==> src/rtl/assert_macros.svh <==
// Assertion helpers shared by the RTL.
`ifndef ASSERT_MACROS_SVH
`define ASSERT_MACROS_SVH

// Check prop on every rising edge of ck while the active-low reset rn is released.
`define ASSERT_CLK(lbl, ck, rn, prop, msg) \
    lbl: assert property (@(posedge ck) disable iff (!rn) (prop)) else $error(msg);

// Check prop on every rising edge of ck, reset included.
`define ASSERT_ALWAYS(lbl, ck, prop, msg) \
    lbl: assert property (@(posedge ck) (prop)) else $error(msg);

`endif

==> src/rtl/acc_pkg.sv <==
package acc_pkg;

    typedef enum logic {
        OP_TICK = 1'b0,
        OP_KEY  = 1'b1
    } opcode_t;

    localparam logic [7:0] KEY_NONE   = 8'h00;
    localparam logic [7:0] KEY_MODE   = 8'h43;  // C
    localparam logic [7:0] KEY_ROW    = 8'h41;  // A
    localparam logic [7:0] KEY_COLUMN = 8'h42;  // B
    localparam logic [7:0] KEY_UP     = 8'h51;  // Q
    localparam logic [7:0] KEY_DOWN   = 8'h57;  // W

    localparam logic [15:0] TPS_RESET  = 16'd1000;
    localparam logic [5:0]  HOUR_LIMIT = 6'd24;
    localparam logic [5:0]  MIN_LIMIT  = 6'd60;
    localparam logic [5:0]  RING_LAST  = 6'd30;

    localparam logic [5:0]  SEC_RESET        = 6'd42;
    localparam logic [5:0]  MIN_RESET        = 6'd29;
    localparam logic [4:0]  HOUR_RESET       = 5'd7;
    localparam logic [5:0]  ALARM_MIN_RESET  = 6'd30;
    localparam logic [4:0]  ALARM_HOUR_RESET = 5'd7;

    // Edit row / column codes
    localparam logic ROW_TIME   = 1'b0;
    localparam logic COL_HOUR   = 1'b0;

    // Advance with wrap at limit.
    function automatic logic [5:0] wrap_up(input logic [5:0] v, input logic [5:0] limit);
        logic [6:0] s;
        s = {1'b0, v} + 7'd1;
        return (s >= {1'b0, limit}) ? 6'd0 : s[5:0];
    endfunction

    // Step back with wrap; out-of-range values land on limit - 1.
    function automatic logic [5:0] wrap_down(input logic [5:0] v, input logic [5:0] limit);
        return (v == 6'd0 || v >= limit) ? (limit - 6'd1) : (v - 6'd1);
    endfunction

endpackage

==> src/rtl/alarm_clock_controller_core.sv <==
// Alarm clock controller core. Each input item is a millisecond tick
// (opcode 0) or a key press (opcode 1, ASCII key_code), and each item yields
// exactly one result item carrying the full clock state after that item:
// time, alarm setting, edit mode/row/column, ringing flag, second LED and the
// digit-select scan lines. The block takes one item per clock cycle while
// the result is drained; an accepted item is held in the input register and
// is written into the result register once the result slot is free. The
// clock state is updated in a single combinational pass between those
// registers. A stalled result holds the pipe; in_ready drops only when both
// the input register and the result register are full and out_ready is low.
// ticks_per_second is written through the cfg port (cfg_ready is always high)
// and counts ticks per second; a value of zero makes every tick a second.
// Reset brings the time to 07:29:42 and the alarm to 07:30. Key code zero is
// "no key" and changes nothing.
`include "assert_macros.svh"

module alarm_clock_controller_core
(
    input  logic        clk,
    input  logic        rst_n,

    input  logic        cfg_valid,
    output logic        cfg_ready,
    input  logic [15:0] cfg_data,

    input  logic        in_valid,
    output logic        in_ready,
    input  logic        opcode,
    input  logic [7:0]  key_code,

    output logic        out_valid,
    input  logic        out_ready,
    output logic [4:0]  hours,
    output logic [5:0]  minutes,
    output logic [5:0]  seconds,
    output logic [4:0]  alarm_hours,
    output logic [5:0]  alarm_minutes,
    output logic        setting_mode,
    output logic        edit_row,
    output logic        edit_column,
    output logic        alarm_ringing,
    output logic        second_led,
    output logic [2:0]  digit_select
);

    // Configuration
    logic [15:0] tps_reg;

    // Input register
    logic             in_valid_reg;
    acc_pkg::opcode_t op_reg;
    logic [7:0]       key_reg;

    // Clock state
    logic [15:0] tick_reg,       tick_next;
    logic [5:0]  sec_reg,        sec_next;
    logic [5:0]  min_reg,        min_next;
    logic [4:0]  hour_reg,       hour_next;
    logic [5:0]  alarm_min_reg,  alarm_min_next;
    logic [4:0]  alarm_hour_reg, alarm_hour_next;
    logic        mode_reg,       mode_next;
    logic        row_reg,        row_next;
    logic        column_reg,     column_next;
    logic        ring_reg,       ring_next;
    logic        led_reg,        led_next;
    logic [2:0]  scan_reg,       scan_next;

    // Result register
    logic        out_valid_reg;
    logic [4:0]  hours_reg;
    logic [5:0]  minutes_reg;
    logic [5:0]  seconds_reg;
    logic [4:0]  alarm_hours_reg;
    logic [5:0]  alarm_minutes_reg;
    logic        mode_out_reg;
    logic        row_out_reg;
    logic        column_out_reg;
    logic        ring_out_reg;
    logic        led_out_reg;
    logic [2:0]  digit_reg;

    logic        advance;
    logic [15:0] tick_inc;
    logic [5:0]  sec_inc;
    logic [5:0]  min_inc;
    logic [5:0]  hour_wrap;
    logic [5:0]  field_sel;
    logic [5:0]  field_limit;
    logic [5:0]  field_up;
    logic [5:0]  field_down;

    // Process the held item when the result slot is free or being emptied.
    assign advance   = in_valid_reg && (!out_valid_reg || out_ready);
    assign in_ready  = !in_valid_reg || advance;
    assign cfg_ready = 1'b1;

    always_ff @(posedge clk or negedge rst_n)
    begin
        if (!rst_n)
        begin
            tps_reg <= acc_pkg::TPS_RESET;
        end
        else if (cfg_valid)
        begin
            tps_reg <= cfg_data;
        end
    end

    // Input register
    always_ff @(posedge clk or negedge rst_n)
    begin
        if (!rst_n)
        begin
            in_valid_reg <= 1'b0;
        end
        else if (in_ready)
        begin
            in_valid_reg <= in_valid;
        end
    end

    always_ff @(posedge clk)
    begin
        if (in_valid && in_ready)
        begin
            op_reg  <= acc_pkg::opcode_t'(opcode);
            key_reg <= key_code;
        end
    end

    // Edit field selected by the current row and column
    always_comb
    begin
        if (row_reg == acc_pkg::ROW_TIME)
        begin
            field_sel = (column_reg == acc_pkg::COL_HOUR) ? {1'b0, hour_reg} : min_reg;
        end
        else
        begin
            field_sel = (column_reg == acc_pkg::COL_HOUR) ? {1'b0, alarm_hour_reg}
                                                          : alarm_min_reg;
        end
        field_limit = (column_reg == acc_pkg::COL_HOUR) ? acc_pkg::HOUR_LIMIT
                                                        : acc_pkg::MIN_LIMIT;
    end

    assign field_up   = acc_pkg::wrap_up(field_sel, field_limit);
    assign field_down = acc_pkg::wrap_down(field_sel, field_limit);

    assign tick_inc  = tick_reg + 16'd1;
    assign sec_inc   = sec_reg + 6'd1;
    assign min_inc   = min_reg + 6'd1;
    assign hour_wrap = acc_pkg::wrap_up({1'b0, hour_reg}, acc_pkg::HOUR_LIMIT);

    // Next clock state for the held item
    always_comb
    begin
        tick_next       = tick_reg;
        sec_next        = sec_reg;
        min_next        = min_reg;
        hour_next       = hour_reg;
        alarm_min_next  = alarm_min_reg;
        alarm_hour_next = alarm_hour_reg;
        mode_next       = mode_reg;
        row_next        = row_reg;
        column_next     = column_reg;
        ring_next       = ring_reg;
        led_next        = led_reg;
        scan_next       = scan_reg;

        if (op_reg == acc_pkg::OP_TICK)
        begin
            if (tick_inc < tps_reg)
            begin
                tick_next = tick_inc;
            end
            else
            begin
                // One second elapsed: toggle the LED, step the scan, carry.
                tick_next = 16'd0;
                led_next  = !led_reg;
                scan_next = scan_reg + 3'd1;
                if (sec_inc >= acc_pkg::MIN_LIMIT)
                begin
                    sec_next = 6'd0;
                    if (min_inc >= acc_pkg::MIN_LIMIT)
                    begin
                        min_next  = 6'd0;
                        hour_next = hour_wrap[4:0];
                    end
                    else
                    begin
                        min_next = min_inc;
                    end
                end
                else
                begin
                    sec_next = sec_inc;
                end
                if (alarm_hour_reg == hour_next && alarm_min_reg == min_next
                    && sec_next == 6'd0)
                begin
                    ring_next = 1'b1;
                end
            end
        end
        else if (key_reg != acc_pkg::KEY_NONE)
        begin
            mode_next = mode_reg ^ (key_reg == acc_pkg::KEY_MODE);
            if (mode_next)
            begin
                case (key_reg)
                    acc_pkg::KEY_ROW:    row_next    = !row_reg;
                    acc_pkg::KEY_COLUMN: column_next = !column_reg;
                    acc_pkg::KEY_UP, acc_pkg::KEY_DOWN:
                    begin
                        if (row_reg == acc_pkg::ROW_TIME)
                        begin
                            if (column_reg == acc_pkg::COL_HOUR)
                            begin
                                hour_next = (key_reg == acc_pkg::KEY_UP) ? field_up[4:0]
                                                                         : field_down[4:0];
                            end
                            else
                            begin
                                min_next = (key_reg == acc_pkg::KEY_UP) ? field_up
                                                                        : field_down;
                            end
                        end
                        else
                        begin
                            if (column_reg == acc_pkg::COL_HOUR)
                            begin
                                alarm_hour_next = (key_reg == acc_pkg::KEY_UP)
                                                  ? field_up[4:0] : field_down[4:0];
                            end
                            else
                            begin
                                alarm_min_next = (key_reg == acc_pkg::KEY_UP)
                                                 ? field_up : field_down;
                            end
                        end
                    end
                    default: ;
                endcase
            end
            // Any key silences the alarm.
            ring_next = 1'b0;
        end

        // Drop the alarm once past the half minute.
        if (ring_next && sec_next > acc_pkg::RING_LAST)
        begin
            ring_next = 1'b0;
        end
    end

    always_ff @(posedge clk or negedge rst_n)
    begin
        if (!rst_n)
        begin
            tick_reg       <= 16'd0;
            sec_reg        <= acc_pkg::SEC_RESET;
            min_reg        <= acc_pkg::MIN_RESET;
            hour_reg       <= acc_pkg::HOUR_RESET;
            alarm_min_reg  <= acc_pkg::ALARM_MIN_RESET;
            alarm_hour_reg <= acc_pkg::ALARM_HOUR_RESET;
            mode_reg       <= 1'b0;
            row_reg        <= 1'b0;
            column_reg     <= 1'b0;
            ring_reg       <= 1'b0;
            led_reg        <= 1'b0;
            scan_reg       <= 3'd0;
        end
        else if (advance)
        begin
            tick_reg       <= tick_next;
            sec_reg        <= sec_next;
            min_reg        <= min_next;
            hour_reg       <= hour_next;
            alarm_min_reg  <= alarm_min_next;
            alarm_hour_reg <= alarm_hour_next;
            mode_reg       <= mode_next;
            row_reg        <= row_next;
            column_reg     <= column_next;
            ring_reg       <= ring_next;
            led_reg        <= led_next;
            scan_reg       <= scan_next;
        end
    end

    // Result register: valid flag
    always_ff @(posedge clk or negedge rst_n)
    begin
        if (!rst_n)
        begin
            out_valid_reg <= 1'b0;
        end
        else if (advance)
        begin
            out_valid_reg <= 1'b1;
        end
        else if (out_ready)
        begin
            out_valid_reg <= 1'b0;
        end
    end

    // Result register: snapshot of the state after the item
    always_ff @(posedge clk)
    begin
        if (advance)
        begin
            hours_reg         <= hour_next;
            minutes_reg       <= min_next;
            seconds_reg       <= sec_next;
            alarm_hours_reg   <= alarm_hour_next;
            alarm_minutes_reg <= alarm_min_next;
            mode_out_reg      <= mode_next;
            row_out_reg       <= row_next;
            column_out_reg    <= column_next;
            ring_out_reg      <= ring_next;
            led_out_reg       <= led_next;
            digit_reg         <= ~scan_next;  // 7 minus scan position
        end
    end

    assign out_valid     = out_valid_reg;
    assign hours         = hours_reg;
    assign minutes       = minutes_reg;
    assign seconds       = seconds_reg;
    assign alarm_hours   = alarm_hours_reg;
    assign alarm_minutes = alarm_minutes_reg;
    assign setting_mode  = mode_out_reg;
    assign edit_row      = row_out_reg;
    assign edit_column   = column_out_reg;
    assign alarm_ringing = ring_out_reg;
    assign second_led    = led_out_reg;
    assign digit_select  = digit_reg;

    // Assertions
    `ASSERT_CLK(a_time_in_range, clk, rst_n,
        hour_reg < 5'd24 && min_reg < 6'd60 && sec_reg < 6'd60
        && alarm_hour_reg < 5'd24 && alarm_min_reg < 6'd60,
        "clock or alarm field out of range")

    `ASSERT_CLK(a_stall_only_when_full, clk, rst_n,
        !in_ready |-> (in_valid_reg && out_valid_reg && !out_ready),
        "input stalled while the pipe can move")

    `ASSERT_CLK(a_ring_window, clk, rst_n,
        (out_valid && alarm_ringing) |-> (seconds <= 6'd30),
        "alarm reported ringing past the half minute")

    `ASSERT_CLK(a_state_holds_idle, clk, rst_n,
        !$past(advance) |-> ($stable(tick_reg) && $stable(sec_reg) && $stable(scan_reg)),
        "clock state moved without an item")

endmodule
==> config.mk <==
export PLATFORM = sky130hd
export DESIGN_NAME = alarm_clock_controller_core
export DESIGN_NICKNAME = d
export VERILOG_FILES = /design/src/rtl/acc_pkg.sv /design/src/rtl/alarm_clock_controller_core.sv
export VERILOG_INCLUDE_DIRS = /design/src /design/src/rtl
export SDC_FILE = /design/constraint.sdc
export NUM_CORES = 1
export LEC_CHECK = 0
export BUFFER_PORTS_ARGS = -buffer_cell sky130_fd_sc_hd__buf_2
export CAP_MARGIN = 20
export CORE_ASPECT_RATIO = 2
export CORE_UTILIZATION = 55
export CTS_BUF_LIST = sky130_fd_sc_hd__clkbuf_8
export DETAILED_ROUTE_END_ITERATION = 10
export HOLD_SLACK_MARGIN = 0.02
export PLACE_DENSITY = 0.76
export RECOVER_POWER = 50
export SYNTH_ARGS = -nofsm -noshare
export SYNTH_HDL_FRONTEND = slang
export SYNTH_SLANG_ARGS = --single-unit
==> constraint.sdc <==
create_clock -name clk -period 5.35 [get_ports clk]
set_input_delay 0.8025 -clock clk [delete_from_list [all_inputs] [get_ports clk]]
set_output_delay 0.8025 -clock clk [all_outputs]
set_load 0.02 [all_outputs]
==> flow_results.org <==
** Power and ir drop
- Fraction of power spent switching nets :: 0.310
- Reg power frac :: 0.479
- Combinational power share :: 0.160
- Summed over all nets, the switching power comes to 700 µW.
- Clock network fraction of design power :: 0.361
- Max VDD drop :: 0.188 mV
- Cell internal pwr :: 1.56 mW
- PwrDens :: 279 nW/µm²
- For this design the static power due to leakage is 3.25 nW.

** STA
- Counting I/O delays and the setup requirement, the final critical path takes 4.21 ns.
- On the final layout, the worst clock skew is 0.0181 ns.
- Total negative slack for setup checks :: 0 ns
- Setup violation total in the final timing report :: 0
- Unrepaired setup endpoints after global routing :: no
- Worst slew pin tran :: 2.21 ns
- Final hold violation count :: 0
- Peak Freq :: 237 MHz
- Across all hold checks on the routed design, the worst slack comes to 0.195 ns.
- Fraction of the cycle the final worst path needs :: 0.788
- Headroom to the max-slew limit came out at -0.472.
- The count of final max-slew check failures is 41.

** Synth
- Post-synthesis share of cell area spent on xor and xnor gates :: 0.0523
- Count of yosys warnings during synthesis :: 0
- Adder-cell area share of the yosys netlist :: 0.0475
- Total nets after synthesis :: 848
- Dominant combinational cell family by area after synthesis :: compound AO/OA/AOI/OAI gates
- The area fraction in compound gates after synthesis was 0.223.
- Average cell area after synthesis :: 9.33 µm²
- edfxtp_1 takes more of the synthesized area than any other cell.
- The share of synthesized area in the top cell type comes to 0.183.
- Top cells by area, synth :: edfxtp_1, dfrtp_1, dfstp_2
- Of the total synthesized cell area, the portion taken by AND, OR, NAND and NOR gates is 0.174.
- Of all flip-flops after synthesis, the portion carrying an async set or reset was 0.609.
- Seq cells post-synth :: 115
- Fraction of the yosys area taken by sequential cells :: 0.425
- Synth Cell Area :: 7370 µm²
- The most used flip-flop cell after synthesis is dfrtp_1.
- Yosys mapped a number of flops with a built-in enable equal to 45.
- After technology mapping, the gate count stands at 790.
- Number of unique standard cell types used by synthesis :: 90
- The most common cell in the synthesized netlist is nand2_1.
- Measured against the total synthesized area, the mux share comes to 0.0289.
- The commonest cells after synthesis are nand2_1, o21ai_0, nor2_1, dfrtp_1, edfxtp_1.

** Floorplanning
- For this configuration, the core starts out at a cell density of 0.564.
- Die Y-Extent :: 166 µm
- The floorplan step set the die width to 83.9 µm.
- The die covers 13900 µm².
- Floorplan Core Area :: 13100 µm²
- The floorplan has 59 rows.
- I/O Pins :: 69

** Routing
- The routed design has 19300 µm of wire.
- The final route contains 6332 vias.
- The first detailed-routing pass took 8 iterations.
- Routed vias/inst :: 6.34
- Antenna-violating nets left :: 0
- For this block, the initial DRC count from the detailed router was 469.
- For this run, design rule violations remaining after detail routing come to 6.
- After detailed routing, the average wire length per cell comes to 19.4 µm.

** Hold path
- Hold/Removal Path Class :: input pin to asynchronous set/reset pin

** Clock tree
- Hold buffers post-CTS :: 0
- TritonCTS created 17 clock buffers.
- Buffers inserted during post-CTS setup optimization :: 0
- CTS tree :: built
- Clock Root Buffer :: clkbuf_8
- Number of buffers on the longest clock path :: 2
- Sink Count :: 115
- Worst-Skew Late Latency :: 0.45 ns
- Clock-pin slew reported for the worst setup and hold paths after clock tree synthesis :: 0.08 ns
- Post-CTS repair changed the size of 0 cells.
- CTS built an H-tree with a depth of 4.

** Worst setup path
- Critical path cell sequence :: nand2_1 > nor2_1 > and3_1 > and3_1 > and3_1 > xor2_1 > ha_1 > a21oi_1 > o21a_1 > o21ai_0 > a21o_1 > nor2_1 > mux2_2
- On the critical path, the stage with the largest delay is an instance of nor2_1.
- Required arrival time at the worst endpoint :: 5.72 ns
- Crit-path max FO :: 23
- At the worst endpoint, the arrival time is 4.58 ns.
- Crit. Startpoint :: tick_reg[2]$_DFFE_PN0P_
- Number of buffer and inverter stages on the critical path :: 0
- The cell family contributing the most delay on the critical path is simple AND/OR/NAND/NOR gates.
- STA classifies the critical path startpoint as a flip-flop.
- On the worst path, the slowest cell contributes a delay of 0.71 ns.
- Reg-to-reg startpoint :: tick_reg[2]$_DFFE_PN0P_
- STA classifies the critical path endpoint as a flip-flop.
- Kind of critical path :: flip-flop to flip-flop
- The cell that appears most often on the critical path is and3_1.

** Placement
- Post-detailed-placement cell area :: 7730 µm²
- Post-detailed-placement half-perimeter wirelength :: 14300 µm
- Instance count after placement with tap cells included :: 964
- Placer's final routability congestion estimate :: 0.955
- Input/output buffers :: 67

** GRT
- The number of antenna violations at the first check in global routing came to 0.
- Number of global-route vias before repair :: 6535
- Entering global routing, the biggest net connects 56 pins.
- In the global route stage, overall resource usage came out at 0.295.
- The total overflow left after global routing is 0.
- The first global-routing pass estimated 32100 µm of wire.

** Outcome
- The final reports fail on design-rule violations, max-capacitance violations, max-slew violations.
- Outcome :: finished with violations

** Final layout
- Total number of nets in the final design :: 891
- Non-filler cells, final :: 998
- Area growth syn-to-layout :: 9.81%
- 0 antenna diodes ended up in the layout.
- After routing the design area is 8090 µm².
- Of the cells placed in the final design, the portion with a size suffix greater than 1 is 0.169.

** Run
- The tool flagged a number of max-cap violations equal to 2.
==> area by class of cell <==
class                      count  area [µm²]
clock inverter                15         158
timing repair buffer          78         373
inverter                      32         120
fill                        1130        4970
clock buffer                  17         234
sequential                   115        3130
multi-input combinational    589        3890
tap                          152         190
==> logic make-up (layout without fill, tap and decap cells) <==
logic type | count (synthesis) | after routing
adder cells (fa/ha/maj) | 28 | 28
AND/OR/NAND/NOR | 269 | 269
AO/OA/AOI/OAI | 233 | 233
buffers and inverters | 86 | 142
other | 1 | 1
multiplexers | 14 | 14
flip-flops | 115 | 115
XOR/XNOR | 44 | 44
==> metrics by stage <==
stage / power (mW) / utilization / worst slack (ns)
2_1_floorplan: 1.33 / - / 1.64
3_3_place_gp: 1.44 / 0.592 / 1.33
3_5_place_dp: 1.46 / 0.592 / 1.17
4_1_cts: 2.27 / 0.622 / 1.16
5_1_grt: 2.36 / 0.619 / 0.675
6_report: 2.26 / 0.619 / 1.14
==> power groups by stage <==
stage	clock, mW	sequential (mW)	combinational, mW
global route	0.868	1.09	0.402
global placement	0	1.09	0.354
finish	0.815	1.08	0.361
detailed placement	0	1.09	0.364
CTS	0.828	1.08	0.366
floorplan	0	1.08	0.258
==> final timing paths <==
check	slack, ns	cells past startpoint	end
min in group clk	0.50	1	scan_reg[2]$_DFFE_PN0P_
worst min register to register	0.50	1	scan_reg[2]$_DFFE_PN0P_
worst min-delay path	0.19	1	tps_reg[14]$_DFFE_PN0P_
worst max register to register	1.14	13	tick_reg[0]$_DFFE_PN0P_
worst max-delay path	1.14	13	tick_reg[0]$_DFFE_PN0P_
max in group asynchronous	1.83	3	min_reg[5]$_DFFE_PN0P_
==> per-layer routing <==
layer  wire length, µm  vias to the layer above  global-route usage
met4              1250                        0               0.204
li1                  -                     2973                   -
met2             10500                      216               0.538
met5                 0                        -                   0
met3               836                       81              0.0603
met1              6740                     3062               0.290
==> layout by cell type (no fill, tap or decap), types with 27 or more instances in the layout <==
cell	instances
buf_2	37
edfxtp_1	45
inv_1	32
xnor2_1	27
ha_1	28
nand3_1	27
nand2_1	109
dfrtp_1	47
o21ai_0	66
a21oi_1	34
clkbuf_1	32
nor2_1	55
(Power assumes the default switching activity.)
